## config.mk

```make
export PLATFORM = sky130hd
export DESIGN_NAME = boolean_network_step
export DESIGN_NICKNAME = d
export VERILOG_FILES = /design/src/hdl/bns_pkg.sv /design/src/hdl/bns_link_ram.sv /design/src/hdl/boolean_network_step.sv
export SDC_FILE = /design/constraint.sdc
export NUM_CORES = 2
export LEC_CHECK = 0
export ABC_CLOCK_PERIOD_IN_PS = 10000
export BUFFER_PORTS_ARGS = -buffer_cell sky130_fd_sc_hd__buf_4
export CORE_MARGIN = 2
export CORE_UTILIZATION = 55
export CTS_BUF_LIST = sky130_fd_sc_hd__clkbuf_8
export DETAILED_ROUTE_END_ITERATION = 10
export GPL_ROUTABILITY_DRIVEN = 1
export PLACE_DENSITY = 0.71
export SLEW_MARGIN = 30
export SYNTH_ARGS = -nofsm -noshare
export SYNTH_HDL_FRONTEND = slang
export SYNTH_HIERARCHICAL = 1
export SYNTH_SLANG_ARGS = --single-unit
```

## constraint.sdc

```tcl
create_clock -name clk -period 10 [get_ports clk]
set_input_delay 2.5 -clock clk [delete_from_list [all_inputs] [get_ports clk]]
set_output_delay 2.5 -clock clk [all_outputs]
set_load 0.02 [all_outputs]
```

## src/hdl/bns_pkg.sv

```systemverilog
`timescale 1ns / 1ps

package bns_pkg;

  localparam int MAX_NODES_DEF  = 64;
  localparam int MAX_DEGREE_DEF = 6;

  localparam int STATE_W  = 64;
  localparam int LINK_W   = 6;
  localparam int CFG_IDX_W = 2;
  localparam int CFG_DATA_W = 64;

  localparam logic [2:0] MODE_LINK   = 3'd0;
  localparam logic [2:0] MODE_STATE  = 3'd1;
  localparam logic [2:0] MODE_SNAP   = 3'd2;
  localparam logic [2:0] MODE_STEP   = 3'd3;
  localparam logic [2:0] MODE_SEARCH = 3'd4;

  localparam logic [CFG_IDX_W-1:0] CFG_TRUTH_TABLE = 2'd0;
  localparam logic [CFG_IDX_W-1:0] CFG_NODE_COUNT  = 2'd1;
  localparam logic [CFG_IDX_W-1:0] CFG_IN_DEGREE   = 2'd2;
  localparam logic [CFG_IDX_W-1:0] CFG_MAX_STEPS   = 2'd3;

  typedef struct packed {
    logic [2:0]        mode;
    logic [5:0]        node_index;
    logic [2:0]        link_slot;
    logic [LINK_W-1:0] link_source;
    logic              state_bit;
  } in_word_t;

  typedef struct packed {
    logic               matched;
    logic [15:0]        steps_taken;
    logic [STATE_W-1:0] node_states;
  } out_word_t;

endpackage

```

## src/hdl/bns_link_ram.sv

```systemverilog
`timescale 1ns / 1ps

module bns_link_ram #(
  parameter int DEPTH = 384,
  parameter int AW    = 9
) (
  input  logic                      clk,
  input  logic                      wr_en,
  input  logic [AW-1:0]             wr_addr,
  input  logic [bns_pkg::LINK_W-1:0] wr_data,
  input  logic                      rd_en,
  input  logic [AW-1:0]             rd_addr,
  output logic [bns_pkg::LINK_W-1:0] rd_data
);
  import bns_pkg::*;

  logic [LINK_W-1:0] mem [DEPTH];
  logic [LINK_W-1:0] rd_data_r;

  always_ff @(posedge clk) begin
    if (wr_en) begin
      mem[wr_addr] <= wr_data;
    end
  end

  always_ff @(posedge clk) begin
    if (rd_en) begin
      rd_data_r <= mem[rd_addr];
    end
  end

  assign rd_data = rd_data_r;

endmodule

```

## src/hdl/boolean_network_step.sv

```systemverilog
`timescale 1ns / 1ps
// Write link / write state / snapshot / unused modes (and search with max_steps 0): via S_REPORT.
// Step: S_ISSUE (one link read per cycle from the link RAM over all in-use nodes and slots),
// S_DRAIN, S_COMMIT, S_REPORT. Search: steps repeat until a snapshot match or max_steps steps.
// One word in flight at a time; busy stays high until its result strobe. Results cannot be stalled.
// Reset (synchronous, rst_n low): states and snapshot cleared, registers to defaults,
// link table contents undefined until written.
module boolean_network_step #(
  parameter int MAX_NODES  = bns_pkg::MAX_NODES_DEF,
  parameter int MAX_DEGREE = bns_pkg::MAX_DEGREE_DEF
) (
  input  logic                           clk,
  input  logic                           rst_n,
  input  logic                           start,
  output logic                           busy,
  input  bns_pkg::in_word_t              in_data,
  output logic                           out_valid,
  output bns_pkg::out_word_t             out_data,
  input  logic                           cfg_valid,
  output logic                           cfg_ready,
  input  logic [bns_pkg::CFG_IDX_W-1:0]  cfg_index,
  input  logic [bns_pkg::CFG_DATA_W-1:0] cfg_data
);
  import bns_pkg::*;

  localparam int DEPTH = MAX_NODES * MAX_DEGREE;
  localparam int AW    = (DEPTH > 1) ? $clog2(DEPTH) : 1;
  localparam int NW    = (MAX_NODES > 1) ? $clog2(MAX_NODES) : 1;

  localparam logic [2:0] S_IDLE   = 3'd0;
  localparam logic [2:0] S_ISSUE  = 3'd1;
  localparam logic [2:0] S_DRAIN  = 3'd2;
  localparam logic [2:0] S_COMMIT = 3'd3;
  localparam logic [2:0] S_REPORT = 3'd4;

  // configuration
  logic [63:0] tt_r;
  logic [6:0]  ncnt_r;
  logic [2:0]  deg_r;
  logic [15:0] maxs_r;

  logic [6:0]  n_use;
  logic [2:0]  k_use;
  logic [STATE_W-1:0] use_mask;

  logic [2:0]  state_r, state_nxt;
  logic [2:0]  mode_r;
  logic [STATE_W-1:0] cur_r, snap_r, next_r;
  logic [15:0] steps_r;

  logic [NW-1:0] rd_node_r;
  logic [2:0]    rd_slot_r;
  logic [AW-1:0] base_r;

  logic          p_valid_r, p_first_r, p_last_r;
  logic [NW-1:0] p_node_r;
  logic [5:0]    idx_r, idx_nxt;

  logic          out_valid_r;
  out_word_t     out_data_r;

  logic          accept;
  logic          wr_en, rd_en;
  logic [AW-1:0] wr_addr, rd_addr;
  logic [LINK_W-1:0] rd_data;
  logic          src_bit;
  logic          slot_last, node_last;
  logic          next_match, limit_hit;

  assign accept    = start && !busy;
  assign busy      = (state_r != S_IDLE);
  assign cfg_ready = 1'b1;
  assign out_valid = out_valid_r;
  assign out_data  = out_data_r;

  always_comb begin
    if (ncnt_r == 7'd0) begin
      n_use = 7'd1;
    end else if (ncnt_r > 7'(MAX_NODES)) begin
      n_use = 7'(MAX_NODES);
    end else begin
      n_use = ncnt_r;
    end
    if (deg_r == 3'd0) begin
      k_use = 3'd1;
    end else if (deg_r > 3'(MAX_DEGREE)) begin
      k_use = 3'(MAX_DEGREE);
    end else begin
      k_use = deg_r;
    end
  end

  assign use_mask = ~({STATE_W{1'b1}} << n_use);

  // link RAM ports
  assign wr_en = accept && (in_data.mode == MODE_LINK)
                 && ({1'b0, in_data.node_index} < 7'(MAX_NODES))
                 && (in_data.link_slot < 3'(MAX_DEGREE));
  assign wr_addr = AW'(32'(in_data.node_index) * MAX_DEGREE + 32'(in_data.link_slot));
  assign rd_en   = (state_r == S_ISSUE);
  assign rd_addr = AW'(base_r + AW'(rd_slot_r));

  bns_link_ram #(
    .DEPTH (DEPTH),
    .AW    (AW)
  ) u_link_ram (
    .clk     (clk),
    .wr_en   (wr_en),
    .wr_addr (wr_addr),
    .wr_data (in_data.link_source),
    .rd_en   (rd_en),
    .rd_addr (rd_addr),
    .rd_data (rd_data)
  );

  // shared lookup unit: one source bit per cycle shifted into the table index
  assign src_bit = ({1'b0, rd_data} < 7'(MAX_NODES)) ? cur_r[rd_data] : 1'b0;
  assign idx_nxt = p_first_r ? {5'd0, src_bit} : {idx_r[4:0], src_bit};

  assign slot_last  = (rd_slot_r == k_use - 3'd1);
  assign node_last  = (7'(rd_node_r) == n_use - 7'd1);
  assign next_match = (((next_r ^ snap_r) & use_mask) == '0);
  assign limit_hit  = ((17'(steps_r) + 17'd1) == 17'(maxs_r));

  always_comb begin
    state_nxt = state_r;
    case (state_r)
      S_IDLE: begin
        if (accept) begin
          if (in_data.mode == MODE_STEP) begin
            state_nxt = S_ISSUE;
          end else if (in_data.mode == MODE_SEARCH && maxs_r != 16'd0) begin
            state_nxt = S_ISSUE;
          end else begin
            state_nxt = S_REPORT;
          end
        end
      end
      S_ISSUE: begin
        if (slot_last && node_last) begin
          state_nxt = S_DRAIN;
        end
      end
      S_DRAIN:  state_nxt = S_COMMIT;
      S_COMMIT: begin
        if (mode_r == MODE_STEP || next_match || limit_hit) begin
          state_nxt = S_REPORT;
        end else begin
          state_nxt = S_ISSUE;
        end
      end
      S_REPORT: state_nxt = S_IDLE;
      default:  state_nxt = S_IDLE;
    endcase
  end

  // control and state vectors
  always_ff @(posedge clk) begin
    if (!rst_n) begin
      state_r     <= S_IDLE;
      out_valid_r <= 1'b0;
      p_valid_r   <= 1'b0;
      tt_r        <= '0;
      ncnt_r      <= 7'd64;
      deg_r       <= 3'd2;
      maxs_r      <= 16'd1024;
      cur_r       <= '0;
      snap_r      <= '0;
    end else begin
      state_r     <= state_nxt;
      out_valid_r <= (state_r == S_REPORT);
      p_valid_r   <= (state_r == S_ISSUE);

      if (cfg_valid && cfg_ready) begin
        case (cfg_index)
          CFG_TRUTH_TABLE: tt_r   <= cfg_data;
          CFG_NODE_COUNT:  ncnt_r <= cfg_data[6:0];
          CFG_IN_DEGREE:   deg_r  <= cfg_data[2:0];
          CFG_MAX_STEPS:   maxs_r <= cfg_data[15:0];
          default: ;
        endcase
      end

      if (accept) begin
        if (in_data.mode == MODE_STATE && {1'b0, in_data.node_index} < 7'(MAX_NODES)) begin
          cur_r[in_data.node_index] <= in_data.state_bit;
        end
        if (in_data.mode == MODE_SNAP) begin
          snap_r <= cur_r;
        end
      end

      if (state_r == S_COMMIT) begin
        cur_r <= next_r;
      end
    end
  end

  // sequencer counters and datapath
  always_ff @(posedge clk) begin
    if (accept) begin
      mode_r  <= in_data.mode;
      steps_r <= 16'd0;
      next_r  <= cur_r;
    end

    if (state_r == S_IDLE || state_r == S_COMMIT) begin
      rd_node_r <= '0;
      rd_slot_r <= 3'd0;
      base_r    <= '0;
    end else if (state_r == S_ISSUE) begin
      p_node_r  <= rd_node_r;
      p_first_r <= (rd_slot_r == 3'd0);
      p_last_r  <= slot_last;
      if (slot_last) begin
        rd_slot_r <= 3'd0;
        rd_node_r <= NW'(rd_node_r + NW'(1));
        base_r    <= AW'(base_r + AW'(MAX_DEGREE));
      end else begin
        rd_slot_r <= rd_slot_r + 3'd1;
      end
    end

    if (p_valid_r) begin
      idx_r <= idx_nxt;
      if (p_last_r) begin
        next_r[p_node_r] <= tt_r[idx_nxt];
      end
    end

    if (state_r == S_COMMIT) begin
      steps_r <= steps_r + 16'd1;
    end

    if (state_r == S_REPORT) begin
      out_data_r.matched     <= (((cur_r ^ snap_r) & use_mask) == '0);
      out_data_r.steps_taken <= steps_r;
      out_data_r.node_states <= cur_r;
    end
  end

endmodule
```

==> impl_metrics.env <==
export IMPL_status="complete, no violations"
export IMPL_reg2reg_depth=11
export IMPL_maxCapViolCount=0
export IMPL_die_height_um=454.5
export IMPL_multi_input_comb_area_um2=31030
export IMPL_cp_arrival_ns=6.95
export IMPL_synth_edf_count=2423
export IMPL_fmax_ghz=0.1606
export IMPL_p_leak_nw=40.26
export IMPL_synth_distinct_cells=79
export IMPL_grt_overflow=0
export IMPL_cp_end_kind="flip-flop"
export IMPL_dp_cells=9082
export IMPL_final_util_pct=61.41
export IMPL_fin_worst_skew_ns=0.1069
export IMPL_crit_buf_inv=1
export IMPL_drt_pass1_iter_count=6
export IMPL_clk_latency_ns=1.13
export IMPL_mostFrequentLayoutCells="edfxtp_1, mux4_2, nand2_1"
export IMPL_crit_type="in -> reg"
export IMPL_hold_buffers=0
export IMPL_hold_viol=0
export IMPL_antenna_found_initial=12
export IMPL_power_frac_seq_pct=54.2
export IMPL_crit_chain="buf_4 > ha_1 > fa_1 > a21oi_1 > nor2_1 > nor2_1 > xnor2_1 > nand3b_1 > xnor2_1 > nand2_1 > nor2_1 > nand2_1 > nor2_1"
export IMPL_fin_cells=9864
export IMPL_drive_gt1_share_pct=20.97
export IMPL_critPathTopFamily="simple AND/OR/NAND/NOR gates"
export IMPL_finalSetupViolations=0
export IMPL_vdd_drop_max_mv=0.1805
export IMPL_p_switching_mw=5.254
export IMPL_tightest_slew_ns=1.048
export IMPL_io_buffers=171
export IMPL_grt_pass1_wl_mm=440.0
export IMPL_yosys_register_bits=2727
export IMPL_rsz0062_at_grt="no"
export IMPL_yosysWarningCount=6
export IMPL_path_common_cell="nor2_1"
export IMPL_die_area_um2=206600
export IMPL_first_global_vias=62760
export IMPL_hpwl_mm=180.5
export IMPL_final_nets=6962
export IMPL_fin_crit_sh_pct=62.27
export IMPL_p_int_mw=17.88
export IMPL_detail_route_wl_per_cell_um=30.99
export IMPL_fin_setup_tns_ns=0
export IMPL_postCtsSetupBuffers=0
export IMPL_cp_slowest_cell="nand2_1"
export IMPL_layout_commonest_cell="edfxtp_1"
export IMPL_synth_avg_cell_area_um2=17.00
export IMPL_vias=64040
export IMPL_start_kind="input pin"
export IMPL_ant_nets=0
export IMPL_dieWidth_um=454.5
export IMPL_grt_max_degree=168
export IMPL_routabilityCongestion=0.9506
export IMPL_fin_crit_ns=6.227
export IMPL_drc=0
export IMPL_power_switching_share_pct=22.71
export IMPL_powerDensity_nw_per_um2=186.6
export IMPL_rows=165
export IMPL_core_area_um2=201900
export IMPL_holdPathStages=2
export IMPL_cts_buffer_depth=4
export IMPL_slew_headroom_pct=30.12
export IMPL_initial_core_util_pct=55.29
export IMPL_syn_nets=6684
export IMPL_cts_sinks=2727
export IMPL_crit_cells=13
export IMPL_clk_pin_slew_worst_paths_ns=0.06
export IMPL_synthFlopType="edfxtp_1"
export IMPL_grt_use_total_pct=29.44
export IMPL_syn_cell_area_um2=111600
export IMPL_n_fill_cell=14440
export IMPL_drt_iter0_drc=8977
export IMPL_comb_power_share_pct=5.5
export IMPL_async_reset_ff_share_pct=0
export IMPL_seq_area_frac_synth_pct=70.63
export IMPL_root_buffer="clkbuf_8"
export IMPL_drt_vias_per_instance=6.492
export IMPL_slew_viol_final=0
export IMPL_syn_to_final_growth_pct=11.08
export IMPL_syn_inst=6565
export IMPL_slowest_delay_ns=0.81
export IMPL_worstPathMaxFanout=16
export IMPL_htree_levels=5
export IMPL_cts_tree="built"
export IMPL_cts_buffers=431
export IMPL_hold_path_class="reg -> reg"
export IMPL_power_frac_clock_pct=40.3
export IMPL_cts_resized=0
export IMPL_io_pins=173
export IMPL_cp_required_ns=10.72
export IMPL_wl_mm=305.6
export IMPL_register_area_um2=78850
[cell type report]
class	count	share of cell area, %
clock inverter	327	1.822
clock buffer	444	4.928
timing repair buffer	269	1.814
antenna	11	0.02220
tap	2672	2.696
multi-input combinational	3383	25.02
sequential	2727	63.59
inverter	31	0.09990
[through the flow]
step	setup slack, ns	total power, mW	area (um^2)	hold slack (ns)
2_1_floorplan	2.959	13.49	111600	0.4244
3_5_place_dp	2.848	14.05	115600	0.4560
6_report	3.773	23.14	124000	0.4630
5_1_grt	3.620	23.82	124000	0.4778
4_1_cts	4.010	23.25	123900	0.4638
3_3_place_gp	2.877	14.05	115600	0.4497
[worst reg2reg max path, cell delays in order (launching register included)]
cell and delay [ns]:
dfxtp_1 0.46, ha_4 0.18, inv_1 0.04, fa_1 0.53, inv_8 0.41, buf_12 0.53
buf_4 0.88, mux4_2 0.58, a22oi_1 0.31, nand2_1 0.12, o21ai_0 0.78, a31oi_1 0.22
[power groups by stage]
stage          Combinational [mW]  Sequential (mW)  Clock (mW)
2_1_floorplan               0.669             12.8           0
3_3_place_gp                 1.26             12.8           0
3_5_place_dp                 1.27             12.8           0
4_1_cts                      1.27             12.5        9.44
5_1_grt                      1.34             12.5        9.93
6_report                     1.28             12.5        9.31
[synth_stat cells, types with 78 or more instances]
library cell / number / share of area, %
a22oi_1: 122 / 0.82
nor2_1: 528 / 1.8
mux2i_1: 328 / 2.9
clkbuf_1: 279 / 0.94
a21oi_1: 104 / 0.47
xor2_1: 78 / 0.61
edfxtp_1: 2423 / 65
xnor2_1: 110 / 0.86
o21ai_0: 79 / 0.35
a21boi_0: 144 / 0.97
dfxtp_1: 304 / 5.5
mux4_2: 584 / 12
nand2_1: 562 / 1.9
[path summary, 6_finish.rpt]
kind	start	to	slack (ns)
setup / recovery	in_data[10]	u_link_ram/mem[363][2]	3.77
setup reg to reg	rd_slot_r[1]	u_link_ram/rd_data[4]	4.63
hold reg to reg	tt_r[23]	tt_r[23]	0.46
hold / removal	tt_r[23]	tt_r[23]	0.46
[flip-flops by register name (all words and copies together), names as in the netlist, 5 cells and up]
signal	cells
u_link_ram/mem	2304
out_data	81
cur_r	64
next_r	64
snap_r	64
tt_r	64
maxs_r	16
steps_r	16
base_r	8
ncnt_r	7
p_node_r	6
rd_node_r	6
u_link_ram/rd_data	6
idx_r	5
[cells by family after synthesis]
logic type | share of synthesized area [%]
simple gates | 5.710
compound gates | 5.101
buf+inv | 1.855
fa+ha+maj | 0.3654
other cells | 0.003359
flops | 70.63
xor+xnor | 1.475
mux | 14.86
[metal layers]
layer,part of all wire [%],vias up,GRT usage [%],wire length (um)
met5,0.0039,-,0,12
met2,47,4210,46.00,144600
met4,4.5,2,12.56,13700
li1,-,26490,-,-
met1,37,32610,40.43,114300
met3,11,722,6.291,33000
Power figures use the tool's default switching activity.
